--- src/rtl/core/crcpr_pkg.sv ---
// shared types, constants and crc function for the crc-checked packet receiver
package crcpr_pkg;

    localparam int unsigned PKT_LEN = 24;
    localparam int unsigned CNT_W = $clog2(PKT_LEN);
    localparam int unsigned FIFO_DEPTH_DEF = 2;

    localparam logic [15:0] CRC_POLY = 16'h1021;
    localparam logic [15:0] CRC_INIT = 16'hFFFF;

    // byte positions inside a packet
    localparam logic [CNT_W-1:0] POS_MAGIC = CNT_W'(0);
    localparam logic [CNT_W-1:0] POS_VERSION = CNT_W'(1);
    localparam logic [CNT_W-1:0] POS_KIND = CNT_W'(2);
    localparam logic [CNT_W-1:0] POS_SRC = CNT_W'(3);
    localparam logic [CNT_W-1:0] POS_DST = CNT_W'(4);
    localparam logic [CNT_W-1:0] POS_SEQ = CNT_W'(5);
    localparam logic [CNT_W-1:0] POS_SCORE_LO = CNT_W'(11);
    localparam logic [CNT_W-1:0] POS_SCORE_HI = CNT_W'(12);
    localparam logic [CNT_W-1:0] POS_COMBO = CNT_W'(13);
    localparam logic [CNT_W-1:0] POS_EVENT = CNT_W'(14);
    localparam logic [CNT_W-1:0] POS_TARGET = CNT_W'(15);
    localparam logic [CNT_W-1:0] POS_X = CNT_W'(16);
    localparam logic [CNT_W-1:0] POS_Y = CNT_W'(17);
    localparam logic [CNT_W-1:0] POS_REM_LO = CNT_W'(18);
    localparam logic [CNT_W-1:0] POS_REM_HI = CNT_W'(19);
    localparam logic [CNT_W-1:0] POS_EXTRA_LO = CNT_W'(20);
    localparam logic [CNT_W-1:0] POS_EXTRA_HI = CNT_W'(21);
    localparam logic [CNT_W-1:0] POS_CRC0 = CNT_W'(22);
    localparam logic [CNT_W-1:0] POS_LAST = CNT_W'(PKT_LEN - 1);

    // configuration register indexes
    localparam logic [1:0] REG_MAGIC = 2'd0;
    localparam logic [1:0] REG_VERSION = 2'd1;
    localparam logic [1:0] REG_OWN_ID = 2'd2;
    localparam logic [1:0] REG_BCAST_ID = 2'd3;

    typedef enum logic [2:0] {
        ST_OK = 3'd0,
        ST_BAD_MAGIC = 3'd1,
        ST_BAD_VERSION = 3'd2,
        ST_BAD_CRC = 3'd3,
        ST_BAD_ADDR = 3'd4,
        ST_DUPLICATE = 3'd5
    } status_t;

    typedef struct packed {
        logic [7:0] magic_byte;
        logic [7:0] protocol_version;
        logic [7:0] own_id;
        logic [7:0] broadcast_id;
    } cfg_t;

    // one complete packet handed from front to back
    typedef struct packed {
        logic        crc_ok;
        logic [7:0]  magic;
        logic [7:0]  version;
        logic [7:0]  kind;
        logic [7:0]  src;
        logic [7:0]  dst;
        logic [7:0]  seq;
        logic [15:0] score;
        logic [7:0]  combo;
        logic [7:0]  event_code;
        logic [7:0]  target_code;
        logic [7:0]  pos_x;
        logic [7:0]  pos_y;
        logic [15:0] remaining;
        logic [15:0] extra;
    } pkt_rec_t;

    typedef struct packed {
        logic [2:0]  status;
        logic [7:0]  source_id;
        logic [7:0]  message_kind;
        logic [7:0]  sequence_res;
        logic [15:0] score_word;
        logic [7:0]  combo_count;
        logic [7:0]  event_code;
        logic [7:0]  target_code;
        logic [7:0]  pos_x;
        logic [7:0]  pos_y;
        logic [15:0] remaining_seconds;
        logic [15:0] extra_param;
    } res_t;

    // crc-16 ccitt, msb first, one byte
    function automatic logic [15:0] crc16_byte(input logic [15:0] crc, input logic [7:0] b);
        logic [15:0] c;
        c = crc ^ {b, 8'h00};
        for (int k = 0; k < 8; k++)
        begin
            c = c[15] ? ((c << 1) ^ CRC_POLY) : (c << 1);
        end
        return c;
    endfunction

endpackage

--- src/rtl/core/crcpr_in_if.sv ---
// byte input channel
interface crcpr_in_if;
    logic       valid;
    logic       ready;
    logic [7:0] rx_byte;
    logic       frame_start;

    modport source (output valid, output rx_byte, output frame_start, input ready);
    modport sink (input valid, input rx_byte, input frame_start, output ready);
endinterface

--- src/rtl/core/crcpr_out_if.sv ---
// result output channel
interface crcpr_out_if;
    logic               valid;
    logic               ready;
    logic [2:0]         status;
    logic [7:0]         source_id;
    logic [7:0]         message_kind;
    logic [7:0]         sequence_res;
    logic signed [15:0] score_word;
    logic [7:0]         combo_count;
    logic [7:0]         event_code;
    logic [7:0]         target_code;
    logic [7:0]         pos_x;
    logic [7:0]         pos_y;
    logic [15:0]        remaining_seconds;
    logic [15:0]        extra_param;

    modport source (
        output valid, output status, output source_id, output message_kind,
        output sequence_res, output score_word, output combo_count, output event_code,
        output target_code, output pos_x, output pos_y, output remaining_seconds,
        output extra_param, input ready
    );
    modport sink (
        input valid, input status, input source_id, input message_kind,
        input sequence_res, input score_word, input combo_count, input event_code,
        input target_code, input pos_x, input pos_y, input remaining_seconds,
        input extra_param, output ready
    );
endinterface

--- src/rtl/core/crc_checked_packet_receiver.sv ---
// top level: one byte per cycle while the packet queue is not full; a result passes the queue and the result register
// throughput: one byte request per cycle while the queue is not full, one result per 24-byte packet
// the byte-wide crc update in the front end sets the per-byte cycle
// the packet queue lets the front keep taking bytes while a result waits
// reset: byte count and crc restart, queue emptied, result valid cleared, peer history cleared, config to defaults
module crc_checked_packet_receiver
    import crcpr_pkg::*;
#(
    parameter int unsigned FIFO_DEPTH = FIFO_DEPTH_DEF
)
(
    input  logic        clk,
    input  logic        rst_n,
    crcpr_in_if.sink    in_ch,
    crcpr_out_if.source out_ch,
    input  logic        cfg_we,
    input  logic [1:0]  cfg_index,
    input  logic [7:0]  cfg_data
);

    cfg_t     cfg_reg, cfg_next;
    logic     q_full, q_push, q_pop, q_valid;
    pkt_rec_t q_in_rec, q_head_rec;
    res_t     res;

    always_comb
    begin
        cfg_next = cfg_reg;
        if (cfg_we)
        begin
            case (cfg_index)
                REG_MAGIC:    cfg_next.magic_byte = cfg_data;
                REG_VERSION:  cfg_next.protocol_version = cfg_data;
                REG_OWN_ID:   cfg_next.own_id = cfg_data;
                REG_BCAST_ID: cfg_next.broadcast_id = cfg_data;
                default:      ;
            endcase
        end
    end

    always_ff @(posedge clk or negedge rst_n)
    begin
        if (!rst_n)
        begin
            cfg_reg.magic_byte <= 8'd0;
            cfg_reg.protocol_version <= 8'd1;
            cfg_reg.own_id <= 8'd1;
            cfg_reg.broadcast_id <= 8'd255;
        end
        else
        begin
            cfg_reg <= cfg_next;
        end
    end

    crcpr_front u_front (
        .clk         (clk),
        .rst_n       (rst_n),
        .in_valid    (in_ch.valid),
        .in_ready    (in_ch.ready),
        .rx_byte     (in_ch.rx_byte),
        .frame_start (in_ch.frame_start),
        .q_full      (q_full),
        .q_push      (q_push),
        .q_rec       (q_in_rec)
    );

    crcpr_fifo #(
        .DEPTH (FIFO_DEPTH)
    ) u_fifo (
        .clk        (clk),
        .rst_n      (rst_n),
        .push       (q_push),
        .push_rec   (q_in_rec),
        .full       (q_full),
        .pop        (q_pop),
        .head_valid (q_valid),
        .head_rec   (q_head_rec)
    );

    crcpr_back u_back (
        .clk        (clk),
        .rst_n      (rst_n),
        .cfg        (cfg_reg),
        .head_valid (q_valid),
        .head_rec   (q_head_rec),
        .pop        (q_pop),
        .out_valid  (out_ch.valid),
        .out_ready  (out_ch.ready),
        .out_res    (res)
    );

    assign out_ch.status = res.status;
    assign out_ch.source_id = res.source_id;
    assign out_ch.message_kind = res.message_kind;
    assign out_ch.sequence_res = res.sequence_res;
    assign out_ch.score_word = $signed(res.score_word);
    assign out_ch.combo_count = res.combo_count;
    assign out_ch.event_code = res.event_code;
    assign out_ch.target_code = res.target_code;
    assign out_ch.pos_x = res.pos_x;
    assign out_ch.pos_y = res.pos_y;
    assign out_ch.remaining_seconds = res.remaining_seconds;
    assign out_ch.extra_param = res.extra_param;

endmodule

--- src/rtl/core/crcpr_front.sv ---
// front end: byte counting, crc and field capture, one record per packet
module crcpr_front
    import crcpr_pkg::*;
(
    input  logic           clk,
    input  logic           rst_n,
    input  logic           in_valid,
    output logic           in_ready,
    input  logic [7:0]     rx_byte,
    input  logic           frame_start,
    input  logic           q_full,
    output logic           q_push,
    output pkt_rec_t       q_rec
);

    logic [CNT_W-1:0] cnt_reg, cnt_next;
    logic [15:0]      crc_reg, crc_next;
    pkt_rec_t         rec_reg, rec_next;
    logic [7:0]       crc_lo_reg, crc_lo_next;
    logic [CNT_W-1:0] idx;
    logic [15:0]      crc_base;
    logic             accept;

    assign in_ready = !q_full;
    assign accept = in_valid && in_ready;
    assign idx = frame_start ? '0 : cnt_reg;
    assign crc_base = frame_start ? CRC_INIT : crc_reg;

    always_comb
    begin
        cnt_next = cnt_reg;
        crc_next = crc_reg;
        rec_next = rec_reg;
        crc_lo_next = crc_lo_reg;
        q_push = 1'b0;
        q_rec = rec_reg;
        q_rec.crc_ok = ({rx_byte, crc_lo_reg} == crc_reg);
        if (accept)
        begin
            case (idx)
                POS_MAGIC:    rec_next.magic = rx_byte;
                POS_VERSION:  rec_next.version = rx_byte;
                POS_KIND:     rec_next.kind = rx_byte;
                POS_SRC:      rec_next.src = rx_byte;
                POS_DST:      rec_next.dst = rx_byte;
                POS_SEQ:      rec_next.seq = rx_byte;
                POS_SCORE_LO: rec_next.score[7:0] = rx_byte;
                POS_SCORE_HI: rec_next.score[15:8] = rx_byte;
                POS_COMBO:    rec_next.combo = rx_byte;
                POS_EVENT:    rec_next.event_code = rx_byte;
                POS_TARGET:   rec_next.target_code = rx_byte;
                POS_X:        rec_next.pos_x = rx_byte;
                POS_Y:        rec_next.pos_y = rx_byte;
                POS_REM_LO:   rec_next.remaining[7:0] = rx_byte;
                POS_REM_HI:   rec_next.remaining[15:8] = rx_byte;
                POS_EXTRA_LO: rec_next.extra[7:0] = rx_byte;
                POS_EXTRA_HI: rec_next.extra[15:8] = rx_byte;
                POS_CRC0:     crc_lo_next = rx_byte;
                default:      ;
            endcase
            if (idx < POS_CRC0)
            begin
                crc_next = crc16_byte(crc_base, rx_byte);
            end
            else
            begin
                crc_next = crc_base;
            end
            if (idx == POS_LAST)
            begin
                // last byte carries the crc high half, packet goes to the queue
                q_push = 1'b1;
                cnt_next = '0;
                crc_next = CRC_INIT;
            end
            else
            begin
                cnt_next = idx + CNT_W'(1);
            end
        end
    end

    always_ff @(posedge clk or negedge rst_n)
    begin
        if (!rst_n)
        begin
            cnt_reg <= '0;
            crc_reg <= CRC_INIT;
        end
        else
        begin
            cnt_reg <= cnt_next;
            crc_reg <= crc_next;
        end
    end

    always_ff @(posedge clk)
    begin
        rec_reg <= rec_next;
        crc_lo_reg <= crc_lo_next;
    end

endmodule

--- src/rtl/core/crcpr_fifo.sv ---
// small packet record queue between front and back
module crcpr_fifo
    import crcpr_pkg::*;
#(
    parameter int unsigned DEPTH = FIFO_DEPTH_DEF
)
(
    input  logic     clk,
    input  logic     rst_n,
    input  logic     push,
    input  pkt_rec_t push_rec,
    output logic     full,
    input  logic     pop,
    output logic     head_valid,
    output pkt_rec_t head_rec
);

    localparam int unsigned PTR_W = (DEPTH > 1) ? $clog2(DEPTH) : 1;
    localparam int unsigned CNT_QW = $clog2(DEPTH + 1);
    localparam logic [PTR_W-1:0] PTR_LAST = PTR_W'(DEPTH - 1);

    pkt_rec_t          mem_reg [DEPTH];
    logic [PTR_W-1:0]  wr_ptr_reg, wr_ptr_next;
    logic [PTR_W-1:0]  rd_ptr_reg, rd_ptr_next;
    logic [CNT_QW-1:0] count_reg, count_next;
    logic              do_push, do_pop;

    assign full = (count_reg == CNT_QW'(DEPTH));
    assign head_valid = (count_reg != '0);
    assign head_rec = mem_reg[rd_ptr_reg];
    assign do_push = push && !full;
    assign do_pop = pop && head_valid;

    always_comb
    begin
        wr_ptr_next = wr_ptr_reg;
        rd_ptr_next = rd_ptr_reg;
        count_next = count_reg;
        if (do_push)
        begin
            wr_ptr_next = (wr_ptr_reg == PTR_LAST) ? '0 : wr_ptr_reg + PTR_W'(1);
        end
        if (do_pop)
        begin
            rd_ptr_next = (rd_ptr_reg == PTR_LAST) ? '0 : rd_ptr_reg + PTR_W'(1);
        end
        if (do_push && !do_pop)
        begin
            count_next = count_reg + CNT_QW'(1);
        end
        else if (do_pop && !do_push)
        begin
            count_next = count_reg - CNT_QW'(1);
        end
    end

    always_ff @(posedge clk or negedge rst_n)
    begin
        if (!rst_n)
        begin
            wr_ptr_reg <= '0;
            rd_ptr_reg <= '0;
            count_reg <= '0;
        end
        else
        begin
            wr_ptr_reg <= wr_ptr_next;
            rd_ptr_reg <= rd_ptr_next;
            count_reg <= count_next;
        end
    end

    always_ff @(posedge clk)
    begin
        if (do_push)
        begin
            mem_reg[wr_ptr_reg] <= push_rec;
        end
    end

endmodule

--- src/rtl/core/crcpr_back.sv ---
// back end: packet checks, duplicate tracking and the result register
module crcpr_back
    import crcpr_pkg::*;
(
    input  logic     clk,
    input  logic     rst_n,
    input  cfg_t     cfg,
    input  logic     head_valid,
    input  pkt_rec_t head_rec,
    output logic     pop,
    output logic     out_valid,
    input  logic     out_ready,
    output res_t     out_res
);

    logic       out_valid_reg, out_valid_next;
    res_t       res_reg, res_next;
    logic [7:0] known_peer_reg, known_peer_next;
    logic       peer_valid_reg, peer_valid_next;
    logic [7:0] last_seq_reg, last_seq_next;
    status_t    st;
    logic       dst_ok;
    logic       dup;

    assign out_valid = out_valid_reg;
    assign out_res = res_reg;
    assign pop = head_valid && (!out_valid_reg || out_ready);

    assign dst_ok = (head_rec.dst == cfg.own_id) || (head_rec.dst == cfg.broadcast_id);
    assign dup = peer_valid_reg && (head_rec.src == known_peer_reg)
                 && (head_rec.seq == last_seq_reg);

    always_comb
    begin
        if (head_rec.magic != cfg.magic_byte)
            st = ST_BAD_MAGIC;
        else if (head_rec.version != cfg.protocol_version)
            st = ST_BAD_VERSION;
        else if (!head_rec.crc_ok)
            st = ST_BAD_CRC;
        else if (!dst_ok || head_rec.src == cfg.own_id)
            st = ST_BAD_ADDR;
        else if (dup)
            st = ST_DUPLICATE;
        else
            st = ST_OK;
    end

    always_comb
    begin
        out_valid_next = out_valid_reg;
        res_next = res_reg;
        known_peer_next = known_peer_reg;
        peer_valid_next = peer_valid_reg;
        last_seq_next = last_seq_reg;
        if (pop)
        begin
            out_valid_next = 1'b1;
            res_next = '0;
            res_next.status = st;
            if (st == ST_OK || st == ST_DUPLICATE)
            begin
                res_next.source_id = head_rec.src;
                res_next.message_kind = head_rec.kind;
                res_next.sequence_res = head_rec.seq;
                res_next.score_word = head_rec.score;
                res_next.combo_count = head_rec.combo;
                res_next.event_code = head_rec.event_code;
                res_next.target_code = head_rec.target_code;
                res_next.pos_x = head_rec.pos_x;
                res_next.pos_y = head_rec.pos_y;
                res_next.remaining_seconds = head_rec.remaining;
                res_next.extra_param = head_rec.extra;
                known_peer_next = head_rec.src;
                peer_valid_next = 1'b1;
            end
            // a duplicate keeps the old sequence
            if (st == ST_OK)
            begin
                last_seq_next = head_rec.seq;
            end
        end
        else if (out_ready)
        begin
            out_valid_next = 1'b0;
        end
    end

    always_ff @(posedge clk or negedge rst_n)
    begin
        if (!rst_n)
        begin
            out_valid_reg <= 1'b0;
            known_peer_reg <= '0;
            peer_valid_reg <= 1'b0;
            last_seq_reg <= '0;
        end
        else
        begin
            out_valid_reg <= out_valid_next;
            known_peer_reg <= known_peer_next;
            peer_valid_reg <= peer_valid_next;
            last_seq_reg <= last_seq_next;
        end
    end

    always_ff @(posedge clk)
    begin
        res_reg <= res_next;
    end

endmodule

--- src/flat_wrapper.sv ---
// flat-port wrapper written by rule: the top's interface ports become plain ports
module crc_checked_packet_receiver_flat import crcpr_pkg::*;
#(
    parameter int unsigned FIFO_DEPTH = FIFO_DEPTH_DEF
)
  (clk, rst_n, cfg_we, cfg_index, cfg_data, in_ch_valid, in_ch_rx_byte, in_ch_frame_start, in_ch_ready, out_ch_valid, out_ch_status, out_ch_source_id, out_ch_message_kind, out_ch_sequence_res, out_ch_score_word, out_ch_combo_count, out_ch_event_code, out_ch_target_code, out_ch_pos_x, out_ch_pos_y, out_ch_remaining_seconds, out_ch_extra_param, out_ch_ready);
  crcpr_in_if in_ch_i ();
  crcpr_out_if out_ch_i ();
  input  logic clk;
  input  logic rst_n;
  input  logic cfg_we;
  input  logic [1:0] cfg_index;
  input  logic [7:0] cfg_data;
  input wire logic [$bits(in_ch_i.valid)-1:0] in_ch_valid;
  input wire logic [$bits(in_ch_i.rx_byte)-1:0] in_ch_rx_byte;
  input wire logic [$bits(in_ch_i.frame_start)-1:0] in_ch_frame_start;
  output wire logic [$bits(in_ch_i.ready)-1:0] in_ch_ready;
  output wire logic [$bits(out_ch_i.valid)-1:0] out_ch_valid;
  output wire logic [$bits(out_ch_i.status)-1:0] out_ch_status;
  output wire logic [$bits(out_ch_i.source_id)-1:0] out_ch_source_id;
  output wire logic [$bits(out_ch_i.message_kind)-1:0] out_ch_message_kind;
  output wire logic [$bits(out_ch_i.sequence_res)-1:0] out_ch_sequence_res;
  output wire logic [$bits(out_ch_i.score_word)-1:0] out_ch_score_word;
  output wire logic [$bits(out_ch_i.combo_count)-1:0] out_ch_combo_count;
  output wire logic [$bits(out_ch_i.event_code)-1:0] out_ch_event_code;
  output wire logic [$bits(out_ch_i.target_code)-1:0] out_ch_target_code;
  output wire logic [$bits(out_ch_i.pos_x)-1:0] out_ch_pos_x;
  output wire logic [$bits(out_ch_i.pos_y)-1:0] out_ch_pos_y;
  output wire logic [$bits(out_ch_i.remaining_seconds)-1:0] out_ch_remaining_seconds;
  output wire logic [$bits(out_ch_i.extra_param)-1:0] out_ch_extra_param;
  input wire logic [$bits(out_ch_i.ready)-1:0] out_ch_ready;
  assign in_ch_i.valid = in_ch_valid;
  assign in_ch_i.rx_byte = in_ch_rx_byte;
  assign in_ch_i.frame_start = in_ch_frame_start;
  assign in_ch_ready = in_ch_i.ready;
  assign out_ch_valid = out_ch_i.valid;
  assign out_ch_status = out_ch_i.status;
  assign out_ch_source_id = out_ch_i.source_id;
  assign out_ch_message_kind = out_ch_i.message_kind;
  assign out_ch_sequence_res = out_ch_i.sequence_res;
  assign out_ch_score_word = out_ch_i.score_word;
  assign out_ch_combo_count = out_ch_i.combo_count;
  assign out_ch_event_code = out_ch_i.event_code;
  assign out_ch_target_code = out_ch_i.target_code;
  assign out_ch_pos_x = out_ch_i.pos_x;
  assign out_ch_pos_y = out_ch_i.pos_y;
  assign out_ch_remaining_seconds = out_ch_i.remaining_seconds;
  assign out_ch_extra_param = out_ch_i.extra_param;
  assign out_ch_i.ready = out_ch_ready;
  crc_checked_packet_receiver #(.FIFO_DEPTH(FIFO_DEPTH)) u_core (.clk(clk), .rst_n(rst_n), .in_ch(in_ch_i), .out_ch(out_ch_i), .cfg_we(cfg_we), .cfg_index(cfg_index), .cfg_data(cfg_data));
endmodule
--- config.mk ---
export PLATFORM = sky130hd
export DESIGN_NAME = crc_checked_packet_receiver_flat
export DESIGN_NICKNAME = d
export VERILOG_FILES = /design/src/rtl/core/crcpr_pkg.sv /design/src/rtl/core/crcpr_in_if.sv /design/src/rtl/core/crcpr_out_if.sv /design/src/rtl/core/crc_checked_packet_receiver.sv /design/src/rtl/core/crcpr_front.sv /design/src/rtl/core/crcpr_fifo.sv /design/src/rtl/core/crcpr_back.sv /design/src/flat_wrapper.sv
export SDC_FILE = /design/constraint.sdc
export NUM_CORES = 1
export LEC_CHECK = 0
export BUFFER_PORTS_ARGS = -buffer_cell sky130_fd_sc_hd__buf_2
export CORE_MARGIN = 8
export CORE_UTILIZATION = 60
export CTS_CLUSTER_DIAMETER = 60
export DETAILED_ROUTE_END_ITERATION = 8
export GPL_TIMING_DRIVEN = 0
export PLACE_DENSITY = 0.79
export SYNTH_ARGS = -nofsm -noshare
export SYNTH_HDL_FRONTEND = slang
export SYNTH_HIERARCHICAL = 1
export SYNTH_SLANG_ARGS = --single-unit
--- constraint.sdc ---
create_clock -name clk -period 8.8 [get_ports clk]
set_input_delay 0.88 -clock clk [delete_from_list [all_inputs] [get_ports clk]]
set_output_delay 0.88 -clock clk [all_outputs]
set_load 0.01 [all_outputs]
==> impl_metrics.tcl, run 1 <==
set metrics [dict create \
    status "complete, no violations" \
    gr-total-overflow 0 \
    finalMaxSlewViolations 0 \
    synthAdderAreaFrac 0.00109 \
    drc 0 \
    critPathCaptureType "register" \
    dpl.cell_count 1870 \
    drt_wl_total_um 44000 \
    dieArea_mm2 0.0448 \
    synth_top_family_by_area "multiplexers" \
    io_pins 141 \
    max_cap_violations 0 \
    synth_compound_gate_area_share 0.0101 \
    skew_ns 0.0145 \
    synth-seq-area-share 0.779 \
    crit_buf_inv 4 \
    synth-simple-area-share 0.0582 \
    path_clk_slew_ns 0.06 \
    cts_tree "yes" \
    antenna_cells 0 \
    drive_above_1_share 0.345 \
    synth_cell_types 52 \
    rrSetupSlack_ns 5.22 \
    synthArstFlopShare 0.123 \
    rsz0062_at_grt "false" \
    post_cts_resized 0 \
    syn_area_per_cell_um2 19.0 \
    cts_hold_buffers 0 \
    power_density_mw_per_mm2 228 \
    path_common_cell "buf_6" \
    whs_ns 0.129 \
    worstPathCellList "buf_6 > buf_6 > mux2_2 > xor2_1 > nor4_1 > and3_1 > and4_4 > buf_2 > clkbuf_1 > and2_1" \
    core_mm2 0.0377 \
    dr_total_vias 10900 \
    slew_headroom 0.107 \
    cts.path.max_buffers 3 \
    fp-row-count 71 \
    place_ws_ns 5.34 \
    cts_max_level 2 \
    crit_cells 10 \
    drt-pass1-iter-count 5 \
    hold_class "in2async" \
    syn-num-nets 1236 \
    max_stage_delay_ns 0.43 \
    synth_ff_type "edfxtp_1" \
    synth_xor_area_frac 0.0438 \
    grt_pass1_wl_um 66700 \
    grt_pass1_vias 11400 \
    crit_arrival_ns 3.99 \
    clockRootBuffer "clkbuf_16" \
    crit_type "reg2reg" \
    gp_congestion 0.842 \
    largest_register_ffs 274 \
    r2r-start "u_core/u_fifo/rd_ptr_reg" \
    max_freq_mhz 279 \
    antenna_found_initial 1 \
    vias_per_cell 5.55 \
    die_height_um 212 \
    die_w_um 212 \
    peakVddDrop_mv 0.137 \
    crit_family "buffers and inverters" \
    numPortBuffers 140 \
    finalCoreUtilization 0.699 \
    clock-sinks 608 \
    synth_edf_count 533 \
    cts_buffers 55 \
    ant_nets 0 \
    grt_util_all_layers 0.196 \
    hold_viol 0 \
    stdcell_count 1969 \
    finalNetCount 1442 \
    cpMaxStageDelayCell "clkbuf_1" \
    required_ns 9.21 \
    area_delta_synth_final_pct 14.5 \
    clk-insertion-delay-late_ns 0.58 \
    initial_core_util 0.610 \
    first_iter_violations 936 \
    syn_area_mm2 0.0230 \
    finalCritPeriodShare 0.407 \
    yosys-mux-area-fraction 0.0924 \
    final.min_clock_period_ns 3.58 \
    worstSetupStartpointType "register" \
    setup_viol 0 \
    r2r_end "u_core/u_back/out_res[35]" \
    setup_ws_ns 5.22 \
    reg2reg_depth 10 \
    synth-seq-cells 608 \
    wl_per_cell_um 22.3 \
    synth_cells 1210 \
    worst_pin_slew_ns 1.33 \
    leakagePower_nw 9.64 \
    postCtsSetupRepairBufs 0 \
    hpwl_um 27100 \
    tns_ns 0 \
    crit_fanout 10 \
    grt_max_degree 70 \
    ys_warn_count 6 \
]
routing by layer:
layer / vias to the layer above / share of wire / global-route usage
li1: 4916 / - / -
met1: 5614 / 0.41 / 0.252
met2: 325 / 0.52 / 0.344
met3: 70 / 0.054 / 0.0306
met4: 2 / 0.021 / 0.0561
met5: - / 0.00030 / 0
cells by family (layout without fill, tap and decap cells):
kind of cell / count (synthesis) / count (layout)
AO/OA/AOI/OAI: 31 / 31
XOR/XNOR: 109 / 109
adder cells (fa/ha/maj): 2 / 2
buffers and inverters: 48 / 296
flip-flops: 608 / 608
multiplexers: 186 / 186
AND/OR/NAND/NOR: 226 / 226
per-stage QoR:
stage          instance area (µm²)  power (mW)
2_1_floorplan                23000        3.61
3_3_place_gp                 24300        3.69
3_5_place_dp                 24600        3.71
4_1_cts                      26300        6.04
5_1_grt                      26300        6.19
6_report                     26300        6.00
synthesized netlist by cell type (all sizes together) (2+ instances only):
cell | count | area, µm²
xor2 | 38 | 355
or4 | 3 | 33.8
and4 | 2 | 22.5
nor3 | 5 | 25.0
dfstp | 26 | 683
mux2 | 185 | 2110
and2 | 114 | 714
and3 | 3 | 18.8
or2 | 2 | 12.5
a21oi | 3 | 15.0
o211ai | 6 | 50.1
nand2 | 22 | 97.6
nand4 | 11 | 68.8
nand2b | 4 | 25.0
dfrtp | 49 | 1230
clkbuf | 11 | 41.3
inv | 6 | 22.5
nor2b | 2 | 12.5
nand3 | 6 | 35.0
nor3b | 3 | 43.8
xnor2 | 71 | 652
nor2 | 37 | 139
o22a | 10 | 87.6
edfxtp | 533 | 16000
buf | 31 | 284
nand3b | 2 | 22.5
nor4 | 8 | 50.1
ha | 2 | 25.0
o21ai | 6 | 33.8
placed cells by master, fill, tap and decap left out, types with 5 or more instances in the layout:
cell	count
edfxtp_1	533
nand2_1	20
bufinv_16	7
buf_4	6
clkbuf_1	20
o22a_1	10
and2_1	113
xor2_1	35
clkinv_1	8
o211ai_1	5
nand3_1	5
clkinv_2	11
mux2_2	177
dfrtp_1	49
nor3_1	5
buf_12	5
mux2_4	8
buf_2	147
dfstp_2	26
nor4_1	8
xnor2_1	67
buf_6	17
clkbuf_16	55
nand4_1	11
nor2_1	36
how the worst max path moves through the flow:
| stage | startpoint | to | slack, ns |
|---|---|---|---|
| floorplan | in_ch_frame_start | u_core/u_fifo/mem_reg[0][0] | 0.90 |
| global placement | in_ch_frame_start | u_core/u_fifo/mem_reg[0][60] | -2.63 |
| detailed placement | u_core/u_fifo/rd_ptr_reg | u_core/u_back/out_res[34] | 5.34 |
| CTS | u_core/u_fifo/rd_ptr_reg | u_core/u_back/out_res[35] | 5.18 |
| global route | u_core/u_fifo/rd_ptr_reg | u_core/u_back/out_res[35] | 5.06 |
| finish | u_core/u_fifo/rd_ptr_reg | u_core/u_back/out_res[35] | 5.22 |
worst reg2reg max path, cell delays in order (launching register included):
cell and delay [ns]:
dfrtp_1 0.39, buf_6 0.25, buf_6 0.20, mux2_2 0.38
xor2_1 0.16, nor4_1 0.36, and3_1 0.31, and4_4 0.28
buf_2 0.39, clkbuf_1 0.44, and2_1 0.27
where the power goes:
group | leakage, nW | internal [mW] | total, mW | switching, mW
registers | 6.00 | 3.22 | 3.28 | 0.0627
logic | 2.77 | 0.185 | 0.372 | 0.186
clock network | 0.865 | 1.35 | 2.35 | 0.993
total | 9.64 | 4.76 | 6.00 | 1.24
cell type report:
class,instances,area (µm²)
fill,2285,11300
inverter,6,25.0
multi-input combinational,554,4740
timing repair buffer,149,913
clock inverter,35,367
clock buffer,64,1410
buffer,42,325
tap,511,639
sequential,608,17900
No activity file was read; power rests on OpenSTA's default activity.
==> inputs of run 2 (changes only) <==
--- a/config.mk
+++ b/config.mk
@@ -5,6 +5,7 @@
 export SDC_FILE = /design/constraint.sdc
 export NUM_CORES = 1
 export LEC_CHECK = 0
+export ABC_AREA = 1
 export BUFFER_PORTS_ARGS = -buffer_cell sky130_fd_sc_hd__buf_2
 export CORE_MARGIN = 8
 export CORE_UTILIZATION = 60
==> constraint.sdc (replaced) <==
create_clock -name clk -period 3.4 [get_ports clk]
set_input_delay 0.34 -clock clk [delete_from_list [all_inputs] [get_ports clk]]
set_output_delay 0.34 -clock clk [all_outputs]
set_load 0.01 [all_outputs]
==> impl_metrics.tcl, run 2 <==
set metrics [dict create \
    cts.path.max_buffers 3 \
    gr-total-overflow 0 \
    core_mm2 0.0396 \
    dr_total_vias 14300 \
    crit_type "reg2reg" \
    rrSetupSlack_ns 0.28 \
    post_cts_resized 0 \
    crit_fanout 10 \
    required_ns 3.79 \
    worst_pin_slew_ns 0.940 \
    vias_per_cell 5.34 \
    area_delta_synth_final_pct 14.7 \
    synthArstFlopShare 0.123 \
    hold_viol 0 \
    clock-sinks 608 \
    max_cap_violations 0 \
    synth_ff_type "edfxtp_1" \
    drt-pass1-iter-count 8 \
    drive_above_1_share 0.202 \
    gp_congestion 0.844 \
    synthMostInstantiatedCell "nand2_1" \
    mostFrequentLayoutCell "nand2_1" \
    fp-row-count 73 \
    path_clk_slew_ns 0.06 \
    synth-seq-cells 608 \
    p_total_mw 15.1 \
    slew_headroom 0.371 \
    wl_per_cell_um 18.4 \
    skew_ns 0.0141 \
    cts_tree "yes" \
    antenna_cells 0 \
    hpwl_um 31400 \
    max_freq_mhz 320 \
    syn_area_mm2 0.0240 \
    finalCritPeriodShare 0.919 \
    rsz0062_at_grt "false" \
    worstSetupStartpointType "register" \
    hold_class "in2reg" \
    dieArea_mm2 0.0467 \
    grt_max_degree 100 \
    initial_core_util 0.607 \
    final.min_clock_period_ns 3.12 \
    synth_edf_count 533 \
    numPortBuffers 138 \
    critPathCaptureType "register" \
    stdcell_area_mm2 0.0276 \
    syn-num-nets 1920 \
    ys_top_cells_by_area "edfxtp_1 67%, nand2_1 9.9%, dfrtp_1 5.1%" \
    finalMaxSlewViolations 0 \
    syn_area_per_cell_um2 12.7 \
    cts_max_level 2 \
    status "complete, no violations" \
    setup_viol 0 \
    drc 0 \
    finalNetCount 2136 \
    synth_cell_types 39 \
    clockRootBuffer "clkbuf_16" \
    placed_area_mm2 0.0257 \
    largest_register_ffs 274 \
    cts_buffers 57 \
    first_iter_violations 1133 \
    grt_pass1_vias 14100 \
    yosys.area.top_type "edfxtp_1" \
    tns_ns 0 \
    ant_nets 0 \
    synth_cells 1894 \
    dpl.cell_count 2567 \
    leakagePower_nw 11.6 \
    die_height_um 216 \
    grt_pass1_wl_um 75700 \
    stdcell_count 2683 \
    layout_common_cells "635 x nand2_1, 533 x edfxtp_1, 168 x inv_1, 153 x buf_2, 101 x nor2_1" \
    die_w_um 216 \
    peakVddDrop_mv 0.388 \
    synth-seq-area-share 0.745 \
    crit_arrival_ns 3.52 \
    clk-insertion-delay-late_ns 0.60 \
    io_pins 141 \
    grt_util_all_layers 0.207 \
    synth_commonest_cells "636 x nand2_1, 533 x edfxtp_1, 174 x inv_1" \
    drt_wl_total_um 49400 \
    ys_warn_count 6 \
    synth.top_cell.area_share 0.666 \
    antenna_found_initial 1 \
    power_density_mw_per_mm2 546 \
]
[run 2: cell types whose count changed after synthesis, moves of 32 or more]
cell     before  now
xnor2_1      67   34
nor2_1       37  105
nand2_1      20  636
and2_1      113    0
inv_1         4  174
nor2_2        0   72
mux2_2      177    0
nand4_1      11   51
nand3_1       5   37
[run 2: power by group]
part           switching [mW]  internal [mW]  leakage, nW  total [mW]
Combinational           0.375          0.219         4.68       0.594
Sequential              0.128           8.23         6.01        8.36
Clock                    2.62           3.48        0.888        6.10
[run 2: worst paths after layout]
path	from	to	depth (start not counted)
max in group asynchronous	rst_n	u_core/u_front/crc_reg[10]	3
worst min-delay path	cfg_data[3]	u_core/cfg_reg[27]	3
worst max register to register	u_core/u_fifo/rd_ptr_reg	u_core/u_back/out_res[97]	11
worst min register to register	u_core/u_front/q_rec[108]	u_core/u_fifo/mem_reg[1][108]	0
worst max-delay path	u_core/u_fifo/rd_ptr_reg	u_core/u_back/out_res[97]	11
min in group asynchronous	rst_n	u_core/u_back/last_seq_reg[2]	2
[run 2: cell type report]
cell class / count / area [µm²]
flip-flops and latches: 608 / 17900
well taps: 525 / 657
plain buffers: 56 / 477
inverters: 183 / 723
clock inverters: 36 / 298
multi-input cells: 1047 / 4990
repair buffers: 157 / 998
clock buffers: 71 / 1520
fillers: 2550 / 12100
[run 2: cells by family after synthesis]
family | count (synthesis) | synth area share
adders and majority gates | 2 | 0.00104
buffers and inverters | 239 | 0.0492
xor gates and xnor gates | 54 | 0.0197
and+or+nand+nor | 941 | 0.174
AOI/OAI and AO/OA | 50 | 0.0115
DFF | 608 | 0.745
[run 2: worst max-delay path, cell delays in order, from the launching register on]
cell and delay (ns):
dfrtp_1 0.42, inv_2 0.07, buf_2 0.34, buf_2 0.35
nand2_1 0.09, nand2_1 0.12, xnor2_1 0.13, nand4_1 0.12
nor2_2 0.36, nand4_4 0.17, clkbuf_1 0.37, nor2_1 0.37
[run 2: per-layer routing]
layer  vias to the layer above  wire, µm  global-route usage
met5                         -         0                   0
met4                         0      1460              0.0694
li1                       6728         -                   -
met2                       555     25100               0.360
met3                       101      3620              0.0409
met1                      6935     19200               0.259
[run 2: stage by stage]
stage	setup WS, ns	hold slack (ns)	util
after floorplan	-0.189	0.0444	-
after global placement	-1.53	0.421	0.642
after detailed placement	0.396	0.174	0.648
after CTS	0.337	0.000515	0.696
after global routing	0.145	0.0254	0.696
final	0.275	0.0459	0.696
[run 2: timing repair]
item,in CTS,in global routing
hold buffers,9,0
setup buffers,0,0
hold endpoints to repair,59,0
==> inputs of run 3 (changes only) <==
--- a/config.mk
+++ b/config.mk
@@ -12,6 +12,7 @@
 export CTS_CLUSTER_DIAMETER = 60
 export DETAILED_ROUTE_END_ITERATION = 8
 export GPL_TIMING_DRIVEN = 0
+export MAX_ROUTING_LAYER = met4
 export PLACE_DENSITY = 0.79
 export SYNTH_ARGS = -nofsm -noshare
 export SYNTH_HDL_FRONTEND = slang
==> impl_metrics.tcl, run 3 (same netlist as run 2, synthesis figures left out) <==
set metrics [dict create \
    status "complete, no violations" \
    vias_per_cell 5.30 \
    r2r_end "u_core/u_back/out_res[101]" \
    place_ws_ns 0.335 \
    crit_arrival_ns 3.49 \
    grt_max_degree 100 \
    skew_ns 0.0271 \
    worstSetupStartpoint "u_core/u_fifo/rd_ptr_reg" \
    largest_register_ffs 274 \
    clockRootBuffer "clkbuf_16" \
    gr-total-overflow 0 \
    setup_viol 0 \
    gp_congestion 0.867 \
    die_height_um 216 \
    drc 0 \
    clock-sinks 608 \
    dr_total_vias 14200 \
    power_density_mw_per_mm2 556 \
    antenna_found_initial 0 \
    first_iter_violations 1191 \
    finalNetCount 2135 \
    numPortBuffers 138 \
    critPathCaptureType "register" \
    antenna_cells 0 \
    crit_fanout 10 \
    leakagePower_nw 11.6 \
    endpoint "u_core/u_back/out_res[101]" \
    crit_type "reg2reg" \
    power_frac_seq 0.543 \
    grt_pass1_vias 14100 \
    core_mm2 0.0396 \
    drive_above_1_share 0.203 \
    postCtsSetupRepairBufs 0 \
    mostFrequentLayoutCell "nand2_1" \
    hpwl_um 31500 \
    combinationalPowerShare 0.038 \
    worstSetupStartpointType "register" \
    cts.path.max_buffers 3 \
    drt-pass1-iter-count 5 \
    ant_nets 0 \
    grt_pass1_wl_um 77200 \
    worst_pin_slew_ns 0.954 \
    cts_buffers 57 \
    clock_power_share 0.419 \
    io_pins 141 \
    slew_headroom 0.362 \
    stdcell_count 2683 \
    dpl.cell_count 2567 \
    finalCritPeriodShare 0.913 \
    clk-insertion-delay-late_ns 0.61 \
    final.min_clock_period_ns 3.10 \
    max_cap_violations 0 \
    layout_common_cells "635 x nand2_1, 533 x edfxtp_1, 168 x inv_1, 153 x buf_2, 101 x nor2_1" \
    setup_ws_ns 0.296 \
    cts_max_level 2 \
    internal_power_mw 12.3 \
    wl_per_cell_um 18.6 \
    rsz0062_at_grt "false" \
    drt_wl_total_um 49900 \
    cts_tree "yes" \
    grt_util_all_layers 0.218 \
    fp-row-count 73 \
    required_ns 3.78 \
    dieArea_mm2 0.0467 \
    r2r-start "u_core/u_fifo/rd_ptr_reg" \
    fill_cells 2597 \
    rrSetupSlack_ns 0.30 \
    die_w_um 216 \
    path_clk_slew_ns 0.06 \
    hold_class "in2reg" \
    hold_viol 0 \
    swShare 0.203 \
    finalMaxSlewViolations 0 \
    p_switching_mw 3.12 \
    area_delta_synth_final_pct 15.1 \
    peakVddDrop_mv 0.397 \
    reg2reg_depth 11 \
    initial_core_util 0.607 \
    max_freq_mhz 322 \
]
==> run 3: changes by cell type in the layout (fill, tap and decap cells not counted) <==
cell,delta
bufinv_16,+4
clkbuf_1,+5
clkbuf_8,+1
clkinv_1,-6
clkinv_8,-1
clkinvlp_2,-1
dlygate4sd3_1,-1
inv_6,-1
==> run 3: cell type report <==
cell class	instances	area (µm²)	share of cell area
Clock inverter	31	365	0.0132
Sequential cell	608	17900	0.647
Multi-Input combinational cell	1047	4990	0.180
Timing Repair Buffer	156	988	0.0357
Buffer	56	477	0.0172
Inverter	183	723	0.0261
Tap cell	525	657	0.0237
Clock buffer	77	1550	0.0562
==> run 3: layer usage <==
layer	GRT usage	vias to the layer above	wire, µm
met5	-	-	0
met4	0.0715	0	1390
met3	0.0355	97	3200
met2	0.365	477	25600
met1	0.270	6918	19800
li1	-	6728	-
==> run 3: worst min path at each step <==
stage | startpoint | end | slack [ns] | cells after the start
after floorplan | rst_n | u_core/cfg_reg[10] | 0.04 | 0
final | cfg_data[7] | u_core/cfg_reg[7] | 0.04 | 3
after detailed placement | rst_n | u_core/u_back/last_seq_reg[4] | 0.19 | 1
after global placement | u_core/u_front/q_rec[118] | u_core/u_fifo/mem_reg[0][118] | 0.42 | 0
after global routing | cfg_data[6] | u_core/cfg_reg[6] | 0.03 | 3
after CTS | cfg_data[7] | u_core/cfg_reg[7] | 0.001 | 3
==> run 3: power by group through the flow <==
stage | registers (mW) | clock network [mW] | logic [mW]
after global routing | 8.37 | 6.83 | 0.659
final | 8.36 | 6.44 | 0.587
after CTS | 8.36 | 6.55 | 0.588
after floorplan | 8.47 | 0 | 0.398
after global placement | 8.50 | 0 | 0.553
after detailed placement | 8.51 | 0 | 0.575
==> run 3: per-stage QoR <==
stage	hold slack, ns	TNS, ns	area [µm²]	power [mW]	utilization
4_1_cts	0.00115	0	27700	15.5	0.698
3_5_place_dp	0.185	0	25700	9.08	0.648
2_1_floorplan	0.0444	-50.41	24100	8.87	-
5_1_grt	0.0337	0	27700	15.9	0.698
6_report	0.0377	0	27700	15.4	0.698
3_3_place_gp	0.422	-404.32	25400	9.05	0.642
==> run 3: critical path: stages, from the launching register on <==
cell	delay, ns
dfrtp_1	0.41
inv_2	0.07
buf_2	0.32
buf_2	0.34
nand2_1	0.10
nand2_1	0.11
xnor2_1	0.13
nand4_1	0.11
nor2_2	0.36
nand4_4	0.17
clkbuf_1	0.37
nor2_1	0.39
==> run 3: timing repair <==
item | 4_1_cts | 5_1_grt
hold buffers | 8 | 0
hold endpoints to repair | 56 | 0
resized for setup | 0 | 0
endpoints found under the setup margin | 0 | 0
